==> src/sv/spdm_pkg.sv <==
// Types and constants of the SPI debug port master.
`default_nettype none

package spdm_pkg;

    localparam int WORD_BITS    = 16;
    localparam int BIT_CNT_W    = $clog2(WORD_BITS + 1);
    localparam int BIT_IDX_W    = $clog2(WORD_BITS);
    localparam int CMD_BITS     = 8;
    localparam int RESET_PULSES = 2;
    localparam int PERIOD_W     = 8;
    localparam int SEG_W        = 3;
    localparam int CFG_INDEX_W  = 3;
    localparam int CFG_DATA_W   = 8;
    localparam int IN_DATA_W    = 56;
    localparam int OUT_DATA_W   = 24;

    // Bit positions inside the held pin level vector.
    localparam int PIN_MOSI = 0;
    localparam int PIN_CLK  = 1;
    localparam int PIN_MUX  = 2;
    localparam int PIN_CSB  = 3;

    // Segments of one bit slot, plus SEG_LAST; the closing sequence runs through all of them.
    localparam logic [SEG_W-1:0] SEG_SETUP = 3'd0;
    localparam logic [SEG_W-1:0] SEG_LOW   = 3'd1;
    localparam logic [SEG_W-1:0] SEG_HIGH  = 3'd2;
    localparam logic [SEG_W-1:0] SEG_LAST  = 3'd4;

    localparam logic [1:0] CMD_READ_TAG  = 2'b11;
    localparam logic [1:0] CMD_WRITE_TAG = 2'b10;

    localparam logic [PERIOD_W-1:0] SHIFT_PERIOD_RESET = 8'd1;

    typedef enum logic [3:0] {
        PH_IDLE  = 4'd0,
        PH_RESET = 4'd1,
        PH_CMD   = 4'd2,
        PH_ADDR  = 4'd3,
        PH_ECHO  = 4'd4,
        PH_RDATA = 4'd5,
        PH_WAIT  = 4'd6,
        PH_WDATA = 4'd7,
        PH_END   = 4'd8
    } phase_t;

    typedef enum logic [1:0] {
        ACT_TICK  = 2'd0,
        ACT_READ  = 2'd1,
        ACT_WRITE = 2'd2,
        ACT_WORD  = 2'd3
    } action_t;

    typedef enum logic [1:0] {
        ST_NORMAL   = 2'd0,
        ST_BUSY     = 2'd1,
        ST_MISMATCH = 2'd2,
        ST_DONE     = 2'd3
    } status_t;

    typedef enum logic [CFG_INDEX_W-1:0] {
        CFG_SHIFT_PERIOD = 3'd0,
        CFG_CMD_READ     = 3'd1,
        CFG_CMD_WRITE    = 3'd2,
        CFG_MUX_ENABLE   = 3'd3,
        CFG_MUX_CONFIG   = 3'd4
    } cfg_index_t;

    typedef struct packed {
        logic [15:0] data;
        logic [15:0] length;
        logic [15:0] address;
        logic        miso;
    } in_data_t;

    typedef struct packed {
        logic        busy_res;
        logic        want_data;
        logic        read_valid;
        logic [15:0] read_word;
        logic        mux_pin;
        logic        csb;
        logic        sclk;
        logic        mosi;
    } out_data_t;

    typedef struct packed {
        status_t   status;
        out_data_t data;
    } result_t;

endpackage

`default_nettype wire

==> src/sv/spi_debug_port_master_core.sv <==
// Bit-level SPI master for a 16-bit debug port, one pin slot per tick.
//
//  Channel   Direction  Handshake                 Payload
//  s_axis    in         s_tvalid / s_tready       s_tuser action, s_tdata miso/addr/len/data
//  m_axis    out        m_tvalid / m_tready       m_tdata pins and read word, m_tuser status
//  cfg       in         cfg_valid / cfg_ready     cfg_index, cfg_data
//
// Every input transaction is processed in the cycle it is accepted: the pin
// waveform state and the result are both written at that clock edge, so the
// block sustains one transaction per cycle while s_tready is high. A two-entry
// output stage (output register plus skid register) keeps the input open
// while a result waits; s_tready drops only when both are full. Reset is
// asynchronous and clears all control state; no clearing pass runs.
// The configuration port is always ready and must only be written while idle.
`default_nettype none

module spi_debug_port_master_core (
    input  wire logic                                  clk,
    input  wire logic                                  rst_n,
    // Input stream.
    input  wire logic                                  s_tvalid,
    output logic                                       s_tready,
    // From bit 0: miso, address[15:0], length[15:0], data[15:0], zero pad.
    input  wire logic [spdm_pkg::IN_DATA_W-1:0]        s_tdata,
    // From bit 0: action[1:0].
    input  wire logic [1:0]                            s_tuser,
    // Result stream.
    output logic                                       m_tvalid,
    input  wire logic                                  m_tready,
    // From bit 0: mosi, sclk, csb, mux_pin, read_word[15:0], read_valid,
    // want_data, busy_res, zero pad.
    output logic [spdm_pkg::OUT_DATA_W-1:0]            m_tdata,
    // From bit 0: status[1:0].
    output logic [1:0]                                 m_tuser,
    // Configuration writes.
    input  wire logic                                  cfg_valid,
    output logic                                       cfg_ready,
    input  wire logic [spdm_pkg::CFG_INDEX_W-1:0]      cfg_index,
    input  wire logic [spdm_pkg::CFG_DATA_W-1:0]       cfg_data
);

    import spdm_pkg::*;

    // Configuration registers.
    logic [PERIOD_W-1:0]  shift_period_reg;
    logic [CMD_BITS-1:0]  cmd_read_reg;
    logic [CMD_BITS-1:0]  cmd_write_reg;
    logic                 mux_enable_reg;
    logic                 mux_config_reg;

    // Waveform state.
    logic [3:0]           pin_levels_reg, pin_levels_next;
    phase_t               phase_reg, phase_next;
    logic [PERIOD_W-1:0]  hold_reg, hold_next;
    logic [BIT_CNT_W-1:0] bit_count_reg, bit_count_next;
    logic [SEG_W-1:0]     segment_reg, segment_next;
    logic [WORD_BITS-1:0] shift_out_reg, shift_out_next;
    logic [WORD_BITS-1:0] shift_in_reg, shift_in_next;
    logic [15:0]          words_left_reg, words_left_next;
    logic [15:0]          saved_address_reg, saved_address_next;
    logic [CMD_BITS-1:0]  saved_command_reg, saved_command_next;

    // Per-transaction results of the step logic.
    logic [3:0]           slot_level;
    status_t              step_status;
    logic                 step_valid;
    logic [WORD_BITS-1:0] step_word;
    result_t              step_result;

    // Output stage.
    logic                 out_valid_reg;
    result_t              out_reg;
    logic                 skid_valid_reg;
    result_t              skid_reg;

    logic                 in_accept;
    action_t              in_action;
    in_data_t             in_data;

    assign in_accept = s_tvalid && s_tready;
    assign in_action = action_t'(s_tuser);
    assign in_data   = s_tdata[$bits(in_data_t)-1:0];

    assign s_tready  = !skid_valid_reg;
    assign cfg_ready = 1'b1;
    assign m_tvalid  = out_valid_reg;
    assign m_tdata   = OUT_DATA_W'(out_reg.data);
    assign m_tuser   = out_reg.status;

    // Next-state logic: advances the pin waveform for a tick, or handles a
    // start request or a write data word.
    always_comb
    begin
        logic [PERIOD_W-1:0]  period;
        logic [PERIOD_W:0]    hold_inc;
        logic                 hold_wrap;
        logic [3:0]           pl;
        logic [WORD_BITS-1:0] si;
        logic [BIT_CNT_W-1:0] bc_m1;
        logic [15:0]          wl;
        logic [WORD_BITS-1:0] echo_word;

        pin_levels_next    = pin_levels_reg;
        phase_next         = phase_reg;
        hold_next          = hold_reg;
        bit_count_next     = bit_count_reg;
        segment_next       = segment_reg;
        shift_out_next     = shift_out_reg;
        shift_in_next      = shift_in_reg;
        words_left_next    = words_left_reg;
        saved_address_next = saved_address_reg;
        saved_command_next = saved_command_reg;
        slot_level         = pin_levels_reg;
        step_status        = ST_NORMAL;
        step_valid         = 1'b0;
        step_word          = '0;

        // A period of zero behaves as a period of one.
        period    = (shift_period_reg == '0) ? PERIOD_W'(1) : shift_period_reg;
        hold_inc  = {1'b0, hold_reg} + 1'b1;
        hold_wrap = (hold_inc >= {1'b0, period});
        pl        = pin_levels_reg;
        si        = shift_in_reg;
        bc_m1     = bit_count_reg - 1'b1;
        wl        = words_left_reg - 1'b1;
        echo_word = WORD_BITS'({saved_command_reg, saved_address_reg[15:8]});

        if (in_accept)
        begin
            unique case (in_action) inside
                ACT_TICK:
                begin
                    if (phase_reg == PH_END)
                    begin
                        // Closing sequence: clock low with chip select high, then the
                        // clock is pulsed high in SEG_HIGH and again in SEG_LAST.
                        if (hold_reg == '0)
                        begin
                            if (segment_reg != SEG_SETUP)
                                pl[PIN_CSB] = 1'b1;
                            pl[PIN_CLK] = (segment_reg == SEG_HIGH) || (segment_reg == SEG_LAST);
                        end
                        slot_level      = pl;
                        pin_levels_next = pl;
                        if (hold_wrap)
                        begin
                            hold_next    = '0;
                            segment_next = segment_reg + 1'b1;
                            if (segment_reg == SEG_LAST)
                            begin
                                pin_levels_next[PIN_CLK] = 1'b0;
                                phase_next               = PH_IDLE;
                                step_status              = ST_DONE;
                            end
                        end
                        else
                        begin
                            hold_next = hold_inc[PERIOD_W-1:0];
                        end
                    end
                    else if (phase_reg != PH_IDLE && phase_reg != PH_WAIT)
                    begin
                        if (hold_reg == '0)
                        begin
                            if (segment_reg == SEG_LOW)
                            begin
                                pl[PIN_MOSI] = shift_out_reg[bc_m1[BIT_IDX_W-1:0]];
                                pl[PIN_CLK]  = 1'b0;
                            end
                            else if (segment_reg == SEG_HIGH)
                            begin
                                pl[PIN_CLK] = 1'b1;
                                si          = {si[WORD_BITS-2:0], in_data.miso};
                            end
                        end
                        slot_level      = pl;
                        pin_levels_next = pl;
                        shift_in_next   = si;
                        if (hold_wrap)
                        begin
                            hold_next = '0;
                            if (segment_reg == SEG_SETUP)
                                segment_next = SEG_LOW;
                            else if (segment_reg == SEG_LOW)
                                segment_next = SEG_HIGH;
                            else
                            begin
                                bit_count_next = bc_m1;
                                if (bc_m1 != '0)
                                    segment_next = SEG_LOW;
                                else
                                begin
                                    // Current transfer finished: move to the
                                    // next phase of the transaction.
                                    unique case (phase_reg)
                                        PH_RESET:
                                        begin
                                            if (mux_enable_reg)
                                                pin_levels_next[PIN_CSB] = 1'b0;
                                            else if (mux_config_reg)
                                            begin
                                                pin_levels_next[PIN_CSB] = 1'b1;
                                                pin_levels_next[PIN_MUX] = 1'b1;
                                            end
                                            else
                                            begin
                                                pin_levels_next[PIN_CSB] = 1'b0;
                                                pin_levels_next[PIN_MUX] = 1'b0;
                                            end
                                            phase_next     = PH_CMD;
                                            bit_count_next = BIT_CNT_W'(CMD_BITS);
                                            shift_out_next = WORD_BITS'(saved_command_reg);
                                            shift_in_next  = '0;
                                            segment_next   = SEG_SETUP;
                                        end
                                        PH_CMD:
                                        begin
                                            phase_next     = PH_ADDR;
                                            bit_count_next = BIT_CNT_W'(WORD_BITS);
                                            shift_out_next = WORD_BITS'(saved_address_reg);
                                            shift_in_next  = '0;
                                            segment_next   = SEG_SETUP;
                                        end
                                        PH_ADDR:
                                        begin
                                            if (saved_command_reg[0])
                                            begin
                                                phase_next     = PH_ECHO;
                                                bit_count_next = BIT_CNT_W'(WORD_BITS);
                                                shift_out_next = '0;
                                                shift_in_next  = '0;
                                                segment_next   = SEG_SETUP;
                                            end
                                            else if (words_left_reg == '0)
                                            begin
                                                phase_next  = PH_IDLE;
                                                step_status = ST_DONE;
                                            end
                                            else
                                                phase_next = PH_WAIT;
                                        end
                                        PH_ECHO:
                                        begin
                                            if (si != echo_word)
                                            begin
                                                phase_next  = PH_IDLE;
                                                step_status = ST_MISMATCH;
                                            end
                                            else if (words_left_reg == '0)
                                            begin
                                                phase_next  = PH_IDLE;
                                                step_status = ST_DONE;
                                            end
                                            else
                                            begin
                                                phase_next     = PH_RDATA;
                                                bit_count_next = BIT_CNT_W'(WORD_BITS);
                                                shift_out_next = '0;
                                                shift_in_next  = '0;
                                                segment_next   = SEG_SETUP;
                                            end
                                        end
                                        PH_RDATA:
                                        begin
                                            step_valid      = 1'b1;
                                            step_word       = si;
                                            words_left_next = wl;
                                            if (wl == '0)
                                            begin
                                                phase_next   = PH_END;
                                                segment_next = SEG_SETUP;
                                            end
                                            else
                                            begin
                                                bit_count_next = BIT_CNT_W'(WORD_BITS);
                                                shift_out_next = '0;
                                                shift_in_next  = '0;
                                                segment_next   = SEG_SETUP;
                                            end
                                        end
                                        default:
                                        begin
                                            words_left_next = wl;
                                            if (wl == '0)
                                            begin
                                                phase_next  = PH_IDLE;
                                                step_status = ST_DONE;
                                            end
                                            else
                                                phase_next = PH_WAIT;
                                        end
                                    endcase
                                end
                            end
                        end
                        else
                        begin
                            hold_next = hold_inc[PERIOD_W-1:0];
                        end
                    end
                end
                ACT_WORD:
                begin
                    // A word is taken only while a write waits for one.
                    if (phase_reg == PH_WAIT)
                    begin
                        phase_next     = PH_WDATA;
                        bit_count_next = BIT_CNT_W'(WORD_BITS);
                        shift_out_next = WORD_BITS'(in_data.data);
                        shift_in_next  = '0;
                        segment_next   = SEG_SETUP;
                        hold_next      = '0;
                    end
                end
                ACT_READ, ACT_WRITE:
                begin
                    if (phase_reg != PH_IDLE)
                        step_status = ST_BUSY;
                    else
                    begin
                        if (in_action == ACT_READ)
                            saved_command_next = {cmd_read_reg[CMD_BITS-1:2], CMD_READ_TAG};
                        else
                            saved_command_next = {cmd_write_reg[CMD_BITS-1:2], CMD_WRITE_TAG};
                        saved_address_next       = in_data.address;
                        words_left_next          = in_data.length;
                        pin_levels_next[PIN_CSB] = 1'b1;
                        if (!mux_enable_reg)
                            pin_levels_next[PIN_MUX] = 1'b0;
                        phase_next     = PH_RESET;
                        bit_count_next = BIT_CNT_W'(RESET_PULSES);
                        shift_out_next = '0;
                        shift_in_next  = '0;
                        segment_next   = SEG_SETUP;
                        hold_next      = '0;
                    end
                    slot_level = pin_levels_next;
                end
            endcase
        end
    end

    // Result assembly from the step logic.
    always_comb
    begin
        step_result.status          = step_status;
        step_result.data.mosi       = slot_level[PIN_MOSI];
        step_result.data.sclk       = slot_level[PIN_CLK];
        step_result.data.csb        = slot_level[PIN_CSB];
        step_result.data.mux_pin    = slot_level[PIN_MUX];
        step_result.data.read_word  = 16'(step_word);
        step_result.data.read_valid = step_valid;
        step_result.data.want_data  = (phase_next == PH_WAIT);
        step_result.data.busy_res   = (phase_next != PH_IDLE);
    end

    // Configuration registers.
    always_ff @(posedge clk or negedge rst_n)
    begin
        if (!rst_n)
        begin
            shift_period_reg <= SHIFT_PERIOD_RESET;
            cmd_read_reg     <= '0;
            cmd_write_reg    <= '0;
            mux_enable_reg   <= 1'b0;
            mux_config_reg   <= 1'b0;
        end
        else if (cfg_valid && cfg_ready)
        begin
            unique case (cfg_index)
                CFG_SHIFT_PERIOD: shift_period_reg <= cfg_data;
                CFG_CMD_READ:     cmd_read_reg     <= cfg_data;
                CFG_CMD_WRITE:    cmd_write_reg    <= cfg_data;
                CFG_MUX_ENABLE:   mux_enable_reg   <= cfg_data[0];
                CFG_MUX_CONFIG:   mux_config_reg   <= cfg_data[0];
                default:          ;
            endcase
        end
    end

    // Waveform state registers.
    always_ff @(posedge clk or negedge rst_n)
    begin
        if (!rst_n)
        begin
            pin_levels_reg    <= 4'hF;
            phase_reg         <= PH_IDLE;
            hold_reg          <= '0;
            bit_count_reg     <= '0;
            segment_reg       <= SEG_SETUP;
            shift_out_reg     <= '0;
            shift_in_reg      <= '0;
            words_left_reg    <= '0;
            saved_address_reg <= '0;
            saved_command_reg <= '0;
        end
        else
        begin
            pin_levels_reg    <= pin_levels_next;
            phase_reg         <= phase_next;
            hold_reg          <= hold_next;
            bit_count_reg     <= bit_count_next;
            segment_reg       <= segment_next;
            shift_out_reg     <= shift_out_next;
            shift_in_reg      <= shift_in_next;
            words_left_reg    <= words_left_next;
            saved_address_reg <= saved_address_next;
            saved_command_reg <= saved_command_next;
        end
    end

    // Output stage valid bits. The skid register fills only when the output
    // register is held by the consumer; it drains first when that clears.
    always_ff @(posedge clk or negedge rst_n)
    begin
        if (!rst_n)
        begin
            out_valid_reg  <= 1'b0;
            skid_valid_reg <= 1'b0;
        end
        else if (!out_valid_reg || m_tready)
        begin
            if (skid_valid_reg)
            begin
                out_valid_reg  <= 1'b1;
                skid_valid_reg <= 1'b0;
            end
            else
                out_valid_reg <= in_accept;
        end
        else if (in_accept)
            skid_valid_reg <= 1'b1;
    end

    // Output stage payload.
    always_ff @(posedge clk)
    begin
        if (!out_valid_reg || m_tready)
        begin
            if (skid_valid_reg)
                out_reg <= skid_reg;
            else if (in_accept)
                out_reg <= step_result;
        end
        else if (in_accept)
            skid_reg <= step_result;
    end

endmodule

`default_nettype wire

==> config.mk <==
export PLATFORM = sky130hd
export DESIGN_NAME = spi_debug_port_master_core
export DESIGN_NICKNAME = d
export VERILOG_FILES = /design/src/sv/spdm_pkg.sv /design/src/sv/spi_debug_port_master_core.sv
export SDC_FILE = /design/constraint.sdc
export NUM_CORES = 1
export LEC_CHECK = 0
export BUFFER_PORTS_ARGS = -buffer_cell sky130_fd_sc_hd__clkbuf_2
export CAP_MARGIN = 20
export CORE_ASPECT_RATIO = 0.8
export CORE_UTILIZATION = 43
export DETAILED_ROUTE_END_ITERATION = 10
export REMOVE_ABC_BUFFERS = 1
export SYNTH_ARGS = -nofsm -noshare
export SYNTH_HDL_FRONTEND = slang
export SYNTH_SLANG_ARGS = --single-unit
==> constraint.sdc <==
create_clock -name clk -period 7.6 [get_ports clk]
set_input_delay 1.14 -clock clk [delete_from_list [all_inputs] [get_ports clk]]
set_output_delay 1.14 -clock clk [all_outputs]
set_load 0.05 [all_outputs]
# ---- Yosys cells after proc, flatten, opt, wreduce, memory -nomap -nowiden
# Index checks and enable logic that the tools add are counted.
dict set report word_totals {
  ff_bits 174
  in_bits 74
  output_inout_bits 29
}
dict set report classes {
  add_sub_neg 4
  order_cmp 2
  eq_ne 48
  n_mux 161
  n_bitwise 3
  n_reduce_logical 43
}
# cell count
set op_table {}
lappend op_table {{16-bit 2-to-1 mux} 46}
lappend op_table {{16-bit one-hot mux with 3 select lines} 2}
lappend op_table {{16-bit one-hot mux with 5 select lines} 1}
lappend op_table {{16-bit one-hot mux with 4 select lines} 1}
lappend op_table {{4-bit 2-to-1 mux} 15}
lappend op_table {{5-bit 2-to-1 mux} 12}
lappend op_table {{8-bit 2-to-1 mux} 7}
lappend op_table {{3-bit 2-to-1 mux} 17}
lappend op_table {{25-bit 2-to-1 mux} 2}
lappend op_table {{2-bit 2-to-1 mux} 21}
lappend op_table {{16-bit zero test} 2}
lappend op_table {{16-bit one-hot mux with 2 select lines} 1}
lappend op_table {{10-bit AND reduction} 3}
lappend op_table {{3-bit != test, second input constant} 9}
lappend op_table {{5-bit one-hot mux with 5 select lines} 1}
lappend op_table {{1-bit 2-to-1 mux} 24}
lappend op_table {{8-bit one-hot mux with 3 select lines} 1}
lappend op_table {{7-bit != test, second input constant} 3}
lappend op_table {{4-bit one-hot mux with 5 select lines} 1}
lappend op_table {{3-bit one-hot mux with 3 select lines} 2}
lappend op_table {{4-bit by 3-bit == test with 1-bit output, second input constant} 4}
lappend op_table {{8-bit zero test} 2}
lappend op_table {{16-bit != test} 1}
lappend op_table {{2-bit != test, second input constant} 8}
lappend op_table {{45 further kinds} 75}

# ---- Logic depth before layout (Yosys ltp)
# Gate-level depths: netlist of the first run.
dict set report depth {
  word_depth 22
  depth_mapped 15
  ltp_nobuf 13
}

# ---- Least setup slack after synthesis of the first run
# No wires, ideal clock.
dict set report synth_path {
  path_type {reg-to-reg}
  startpoint {reg hold_reg[0]}
  endpoint {reg out_reg, in the netlist m_tdata[22], data pin}
  setup_time_ns 0.261
  arrival_ns 3.270
  t_required_ns 7.339
  slack_ns 4.070
  stages_incl_launch_ff 14
  path_buffers 0
  synth_period_minus_slack_ns 3.530
  path_cell_list {dfrtp_1 -> ha_1 -> nand3_1 -> xnor2_1 -> ha_1 -> and2_1 -> nand3_1 -> or4_1 -> a21oi_2 -> o21ai_0 -> a211o_1 -> a2bb2oi_1 -> or2_4 -> o32a_1}
}
dict set report synth_between {
  elab_chain_len 20
  elab_cells_between_ends 23
  classes_between {add/sub (1); order compare (1); eq/ne (1); mux (18); reduce/logical (2)}
}
# item line
set synth_lines {}
lappend synth_lines {{from (decl)} spi_debug_port_master_core.sv:54} ;# logic [PERIOD_W-1:0] hold_reg, hold_next;
lappend synth_lines {{from (signal assigned)} spi_debug_port_master_core.sv:401} ;# hold_reg <= hold_next;
lappend synth_lines {{8-bit zero test} spi_debug_port_master_core.sv:163} ;# if (hold_reg == '0)
lappend synth_lines {{16-bit 2-to-1 mux} spi_debug_port_master_core.sv:163}
lappend synth_lines {{16-bit 2-to-1 mux} spi_debug_port_master_core.sv:161} ;# else if (phase_reg != PH_IDLE && phase_reg != PH_WAIT)
lappend synth_lines {{16-bit 2-to-1 mux} spi_debug_port_master_core.sv:133} ;# if (phase_reg == PH_END)
lappend synth_lines {{16-bit 2-to-1 mux} spi_debug_port_master_core.sv:130} ;# unique case (in_action) inside
lappend synth_lines {{16-bit 2-to-1 mux} spi_debug_port_master_core.sv:128} ;# if (in_accept)
lappend synth_lines {{16-bit != test} spi_debug_port_master_core.sv:244} ;# if (si != echo_word)
lappend synth_lines {{3-bit 2-to-1 mux} spi_debug_port_master_core.sv:244}
lappend synth_lines {{[... 5 more ...]} --}
lappend synth_lines {{4-bit 2-to-1 mux} spi_debug_port_master_core.sv:161}
lappend synth_lines {{4-bit 2-to-1 mux *} spi_debug_port_master_core.sv:133}
lappend synth_lines {{4-bit one-hot mux with 3 select lines *} spi_debug_port_master_core.sv:130}
lappend synth_lines {{4-bit 2-to-1 mux *} spi_debug_port_master_core.sv:128}
lappend synth_lines {{net phase_next[0]} spi_debug_port_master_core.sv:53} ;# phase_t phase_reg, phase_next;
lappend synth_lines {{4-bit nonzero test *} spi_debug_port_master_core.sv:354} ;# step_result.data.busy_res = (phase_next != PH_IDLE);
lappend synth_lines {{25-bit 2-to-1 mux *} spi_debug_port_master_core.sv:442} ;# else if (in_accept)
lappend synth_lines {{25-bit 2-to-1 mux *} spi_debug_port_master_core.sv:440} ;# if (skid_valid_reg)
lappend synth_lines {{to (signal assigned)} spi_debug_port_master_core.sv:441} ;# out_reg <= skid_reg;
lappend synth_lines {{to (signal assigned)} spi_debug_port_master_core.sv:443} ;# out_reg <= step_result;
lappend synth_lines {{to (decl)} spi_debug_port_master_core.sv:72} ;# result_t out_reg;
# Mark *: on every way through the listed nets, which the timed path passes. The rest lies on a longest branch. The select of a mux whose other input is x is not followed.
# A chain may end at the register's enable or synchronous reset.

# ---- Worst setup path in the final report of the first run
dict set report layout_path {
  startpoint {reg hold_reg[0]}
  endpoint {reg shift_in_reg[12]}
}
dict set report layout_between {
  elab_chain_len 16
  elab_cells_between_ends 21
  classes_between {add/sub (1); order compare (1); eq/ne (1); mux (17); reduce/logical (1)}
}
# item line
set layout_lines {}
lappend layout_lines {{8-bit zero test} spi_debug_port_master_core.sv:163}
lappend layout_lines {{16-bit 2-to-1 mux} spi_debug_port_master_core.sv:163}
lappend layout_lines {{16-bit 2-to-1 mux} spi_debug_port_master_core.sv:161}
lappend layout_lines {{16-bit 2-to-1 mux} spi_debug_port_master_core.sv:133}
lappend layout_lines {{16-bit 2-to-1 mux} spi_debug_port_master_core.sv:130}
lappend layout_lines {{16-bit 2-to-1 mux} spi_debug_port_master_core.sv:128}
lappend layout_lines {{16-bit != test / 16-bit 2-to-1 mux (equally long branches)} {spi_debug_port_master_core.sv:244, spi_debug_port_master_core.sv:249}}
lappend layout_lines {{16-bit 2-to-1 mux} spi_debug_port_master_core.sv:244}
lappend layout_lines {{16-bit one-hot mux with 4 select lines} spi_debug_port_master_core.sv:195} ;# unique case (phase_reg)
lappend layout_lines {{16-bit 2-to-1 mux} spi_debug_port_master_core.sv:189} ;# if (bc_m1 != '0)
lappend layout_lines {{16-bit 2-to-1 mux} spi_debug_port_master_core.sv:184} ;# else if (segment_reg == SEG_LOW)
lappend layout_lines {{16-bit 2-to-1 mux} spi_debug_port_master_core.sv:182} ;# if (segment_reg == SEG_SETUP)
lappend layout_lines {{16-bit 2-to-1 mux *} spi_debug_port_master_core.sv:179} ;# if (hold_wrap)
lappend layout_lines {{16-bit 2-to-1 mux *} spi_debug_port_master_core.sv:161}
lappend layout_lines {{16-bit 2-to-1 mux *} spi_debug_port_master_core.sv:133}
lappend layout_lines {{16-bit one-hot mux with 3 select lines *} spi_debug_port_master_core.sv:130}
lappend layout_lines {{to (signal assigned)} spi_debug_port_master_core.sv:405} ;# shift_in_reg <= shift_in_next;
lappend layout_lines {{to (decl)} spi_debug_port_master_core.sv:58} ;# logic [WORD_BITS-1:0] shift_in_reg, shift_in_next;
# Every way passes the cells marked *; elsewhere a longest branch is shown, timed or not. The select of a mux whose other input is x is not followed.

==> results of run 1 <==
critical path, cell delays in order (launching register included):
cell,delay [ns]
dfrtp_1,0.43
inv_1,0.11
ha_1,0.15
nor3b_1,0.53
nand4b_1,0.32
buf_8,0.25
mux2i_1,0.33
inv_1,0.09
ha_1,0.28
a21boi_0,0.25
o2111ai_1,0.20
o31ai_4,0.38
a21oi_1,0.15
nor2_1,0.67
o21ai_0,0.23
cells in the final DEF (no fill, tap or decap), types with 18 or more instances in the layout:
cell type / instances
mux2_2: 54
nor2_1: 65
nor3_1: 26
dfrtp_1: 115
nand2_1: 137
nand3_1: 18
clkbuf_2: 92
ha_1: 22
inv_1: 40
a21oi_1: 50
edfxtp_1: 50
o21ai_0: 77
xnor2_1: 18
path summary, 6_finish.rpt:
path / start / end / slack (ns) / cells past startpoint
max: hold_reg[0]$_DFFE_PN0P_ / shift_in_reg[12]$_DFFE_PN0P_ / 3.06 / 14
min: shift_out_reg[0]$_DFFE_PN0P_ / shift_out_reg[0]$_DFFE_PN0P_ / 0.50 / 1
max reg2reg: hold_reg[0]$_DFFE_PN0P_ / shift_in_reg[12]$_DFFE_PN0P_ / 3.06 / 14
min reg2reg: shift_out_reg[0]$_DFFE_PN0P_ / shift_out_reg[0]$_DFFE_PN0P_ / 0.50 / 1
max in group asynchronous: rst_n / saved_command_reg[0]$_DFFE_PN0P_ / 5.52 / 2
min in group asynchronous: rst_n / hold_reg[2]$_DFFE_PN0P_ / 0.79 / 1
logic make-up after synthesis:
group                    share of synthesized area, %
AO/OA/AOI/OAI                                   16.52
XOR/XNOR                                        2.711
adder cells (fa/ha/maj)                         2.840
buffers and inverters                           4.130
flip-flops                                      46.53
multiplexers                                    10.38
other                                         0.07748
AND/OR/NAND/NOR                                 16.81
synth_stat cells, drive strengths merged, types with 12 or more instances:
cell type and instances:
inv 40, edfxtp 50, nor2 66, clkbuf 43, a22oi 17, nand3 19, a21oi 51, nor4 14
o21ai 77, dfrtp 115, o31ai 18, buf 14, o22ai 12, nor3 27, xor2 12, mux2 65
ha 22, xnor2 18, nand2 137, mux2i 12, a22o 12
area by class of cell:
| class | count | share of cell area [%] |
|---|---|---|
| tap | 300 | 3.402 |
| clock buffer | 17 | 3.856 |
| timing repair buffer | 109 | 5.398 |
| sequential | 170 | 40.88 |
| multi-input combinational | 716 | 43.42 |
| clock inverter | 15 | 1.644 |
| inverter | 41 | 1.395 |
power by group through the flow:
stage | sequential (W) | combinational (W) | clock, W
after floorplan | 0.00133 | 0.000525 | 0
after global placement | 0.00135 | 0.000735 | 0
after detailed placement | 0.00135 | 0.000749 | 0
after CTS | 0.00134 | 0.000752 | 0.000901
after global routing | 0.00137 | 0.000835 | 0.000942
final | 0.00134 | 0.000755 | 0.000882
through the flow:
| step | setup WS [ns] | cell area [um2] |
|---|---|---|
| after global routing | 2.722 | 11030 |
| after CTS | 2.382 | 10990 |
| after detailed placement | 2.448 | 10380 |
| final | 3.063 | 11030 |
| after floorplan | 3.767 | 9447 |
| after global placement | 2.578 | 10380 |
layer usage:
layer / vias up / track usage [%]
li1: 3716 / -
met1: 3729 / 32.83
met2: 259 / 30.08
met3: 30 / 5.240
met4: 0 / 5.155
met5: - / 0
==> out/qor.txt, run 1 <==
Highest clock rate -> 220.4 MHz
Total grt overflow -> 0
Post-DP HPWL -> 16860 um
Synth Cell Area -> 9693 um2
Area share of the largest cell type after synthesis -> 29.69%
Maximum vdd drop -> 0.1402 mV
DRC -> 0
CP Capture Type -> flip-flop
Share of layout cells above drive strength 1 -> 22.28%
Clock insertion delay at the later pin of the skew report -> 0.44 ns
Clock power frac -> 29.6%
# IOs -> 103
FP Rows -> 48
Setup TNS -> 0 ns
Setup crit start kind -> flip-flop
Crit Path Max Fanout -> 18
Postcts setup bufs -> 0
Vias in the first global route -> 7000
Total global-route track usage -> 21.49%
Core Area -> 21860 um2
Synth area leaders -> dfrtp_1 30%, edfxtp_1 15%, mux2_2 6.3%
Hold_ws -> 0.5033 ns
Leading register cell type out of synthesis -> dfrtp_1
Filler Cell Count -> 2085
Placed Instances -> 1331
Worst Max-Slew Pin Slew -> 1.184 ns
Via density -> 5.654
Final ANT Viol Nets -> 0
Sink Count -> 170
PortBufs -> 93
Combinational Power Share -> 25.4%
CTS max path bufs -> 2
Slew headroom -> 20.34%
Period minus WS final -> 4.537 ns
Hold violation total from the final report -> 0
Max Slew Vio Count -> 0
Die ar. -> 23150 um2
Initial antenna violation count -> 0
Setup violators final -> 0
H-tree depth -> 4
Resized Gates After CTS -> 0
Fin util -> 50.47%
Antenna Cells -> 0
P&R area growth vs syn -> 13.82%
Critical path class -> reg -> reg
Unrepaired setup endpoints after global routing -> no
GPL Wtd Cong -> 0.9404
Period utilisation layout -> 59.70%
Synth area leader -> dfrtp_1
Avg Inst Size Synth -> 9.851 um2
Cell-internal power -> 0.001914 W
Seq cells post-synth -> 170
Metal3 WL -> 1646 um
Clk root buf -> clkbuf_16
Max reg flops -> 25
Seq/Total Area, Yosys -> 46.53%
Power Dens Cells -> 269.9 nW/um2
CTS tree -> built
Initial core utilization -> 44.34%
Die Y -> 136.3 um
Outcome -> complete, no violations
Synth Instances -> 984
Sequential cell fraction of total power -> 45.0%
Count of cell types in the netlist -> 79
CP required -> 7.88 ns
Fin cells -> 1368
Multi-input logic area -> 4791 um2
Width of the die -> 169.9 um
Min-Delay Path Class -> reg -> reg
CTS hold repair buffers -> 0
First-pass GRT wire length -> 38360 um
Warnings, synthesis -> 0
Switching power -> 0.001064 W
Router iterations before antenna repair -> 5
Routed len/inst -> 17.46 um
Worst EP arrival -> 4.82 ns
1st-iter DRT viols -> 753
Pin count of the biggest net entering global routing -> 62
Met2 wire len -> 9751 um
Clock Pin Slew Worst Setup and Hold Paths -> 0.08 ns
Tot Pwr -> 0.002977 W
Area taken by flip-flops and latches -> 4511 um2
Vias -> 7734
Clock skew -> 0.01140 ns
EDFF count, synth -> 50
Met1 Routed Length -> 12180 um
Max-Cap Viols -> 0
Final WL -> 23890 um
Net Sw Frac -> 35.72%
Final #Nets -> 1151
Ys async rst share -> 70.59%
TritonCTS Buffers -> 17
DR top layer -> met4
Cell leakage power -> 4.514 nW
No activity file was read; power rests on OpenSTA's default activity.
==> inputs of run 2 (changes only) <==
==> constraint.sdc (replaced) <==
create_clock -name clk -period 3.9 [get_ports clk]
set_input_delay 0.585 -clock clk [delete_from_list [all_inputs] [get_ports clk]]
set_output_delay 0.585 -clock clk [all_outputs]
set_load 0.05 [all_outputs]
==> out/qor.txt, run 2 (synthesized netlist as in run 1, its figures left out) <==
Final ANT Viol Nets -> 0
CP dominant cell by count -> ha_1
Vias in the first global route -> 7344
Final WL -> 24400 um
Final #Nets -> 1185
Max Slew Vio Count -> 0
Critical-path top delay cell -> dfrtp_1
Share of layout cells above drive strength 1 -> 24.95%
Initial core utilization -> 44.34%
PortBufs -> 93
Highest clock rate -> 269.6 MHz
Period minus WS final -> 3.709 ns
Antenna Cells -> 0
Pin count of the biggest net entering global routing -> 121
Design area -> 11300 um2
TritonCTS Buffers -> 17
Clock Pin Slew Worst Setup and Hold Paths -> 0.07 ns
CP Launch Point -> hold_reg[0]$_DFFE_PN0P_
CTS hold repair buffers -> 0
CTS max path bufs -> 2
Clk root buf -> clkbuf_16
Setup violators final -> 0
Total grt overflow -> 0
Core Area -> 21860 um2
DRC -> 0
Sink Count -> 170
Max-Cap Viols -> 0
1st-iter DRT viols -> 606
Hold violation total from the final report -> 0
Die Y -> 136.3 um
FP Rows -> 48
Via density -> 5.526
Width of the die -> 169.9 um
Filler Cell Count -> 2091
Critical path class -> reg -> reg
CTS tree -> built
Worst EP arrival -> 3.90 ns
# IOs -> 103
Maximum vdd drop -> 0.2672 mV
Most common cell after layout, fill and taps aside -> nand2_1
Placed inst area -> 10670 um2
Outcome -> complete, no violations
Cell leakage power -> 4.679 nW
H-tree depth -> 4
Worst Max-Slew Pin Slew -> 1.071 ns
GPL Wtd Cong -> 0.9373
First-pass GRT wire length -> 39720 um
Buffers and inverters on the worst path -> 1
Routed len/inst -> 17.40 um
Unrepaired setup endpoints after global routing -> no
Power Dens Cells -> 516.7 nW/um2
Total global-route track usage -> 22.14%
CP cell instances -> ha_1, nand3_1, xnor2_1, ha_1, and2_1, a221o_1, a221oi_1, buf_4, a21o_1, nor3_1, o211ai_1, a2bb2oi_1, or2_4, o32a_1
P&R area growth vs syn -> 16.59%
Min-Delay Path Class -> in -> async
Initial antenna violation count -> 0
Reg-to-reg startpoint -> hold_reg[0]$_DFFE_PN0P_
Slew headroom -> 28.16%
Max reg flops -> 25
Die ar. -> 23150 um2
Post-DP HPWL -> 17520 um
CP delay by family, top -> compound AO/OA/AOI/OAI gates
Setup crit start kind -> flip-flop
Router iterations before antenna repair -> 5
Setup TNS -> 0 ns
Clock skew -> 0.01545 ns
CP required -> 4.09 ns
Vias -> 7747
Most frequent cells in the layout -> 136 x nand2_1, 115 x dfrtp_1, 92 x clkbuf_2
Period utilisation layout -> 95.10%
Clock insertion delay at the later pin of the skew report -> 0.44 ns
CP Capture Type -> flip-flop
Crit Path Max Fanout -> 5
Worst path max stage delay -> 0.44 ns
## run 2: changes by cell type in the layout (fill, tap and decap cells not counted), sizes merged
cell	change
inv	+2
clkinv	-2
buf	+35
clkbuf	-1
## run 2: where the power goes
part	switching [W]	total [W]	internal, W
logic	0.000836	0.00153	0.000697
clock network	0.000834	0.00170	0.000863
registers	0.000406	0.00261	0.00220
total	0.00208	0.00584	0.00376
## run 2: worst reg2reg max path, stage by stage (launching register included)
cell and delay (ns):
dfrtp_1 0.44, ha_1 0.20, nand3_1 0.13, xnor2_1 0.16, ha_1 0.29, and2_1 0.16, a221o_1 0.32, a221oi_1 0.28
buf_4 0.19, a21o_1 0.23, nor3_1 0.13, o211ai_1 0.16, a2bb2oi_1 0.14, or2_4 0.29, o32a_1 0.33
## run 2: layout make-up
class	count	area [um2]	share of cell area (%)
tap	300	375.4	3.322
timing repair buffer	143	855.8	7.573
inverter	41	153.9	1.362
multi-input combinational	716	4811	42.57
clock inverter	15	168.9	1.495
clock buffer	17	425.4	3.764
sequential	170	4511	39.91
## run 2: repair_timing
action	in CTS	in global routing
buffers inserted	0	0
endpoints found under the setup margin	0	28
gates resized for setup	0	4
## run 2: path summary, 6_finish.rpt
kind | end | slack [ns] | cells after the start
setup reg to reg | m_tdata[22]$_DFFE_PP_ | 0.19 | 14
hold / removal | hold_reg[2]$_DFFE_PN0P_ | 0.15 | 2
max in group asynchronous | segment_reg[0]$_DFFE_PN0P_ | 3.09 | 2
setup / recovery | m_tdata[22]$_DFFE_PP_ | 0.19 | 14
min in group clk | shift_period_reg[1]$_DFFE_PN0P_ | 0.36 | 3
hold reg to reg | cmd_read_reg[4]$_DFFE_PN0P_ | 0.51 | 1
## run 2: routing by layer
metal,global-route usage (%),share of wire [%],vias up,routed length [um]
li1,-,-,3789,-
met1,33.50,51,3698,12560
met2,31.40,41,235,10110
met3,5.590,6.0,25,1470
met4,4.955,1.0,0,254
met5,0,0,-,0
## run 2: per-stage QoR
stage | std cells | total power, W | hold slack (ns) | setup WS, ns | utilization, %
finish | 1402 | 0.005839 | 0.1523 | 0.1913 | 51.69
global route | 1402 | 0.006176 | 0.2861 | 0.002743 | 51.69
CTS | 1400 | 0.005869 | 0.2736 | 0.03983 | 51.53
detailed placement | 1368 | 0.004151 | 0.4919 | 0.06575 | 48.82
global placement | 1368 | 0.004118 | 0.4864 | 0.1765 | 48.82
floorplan | 927 | 0.003612 | 0.2894 | 0.06723 | -
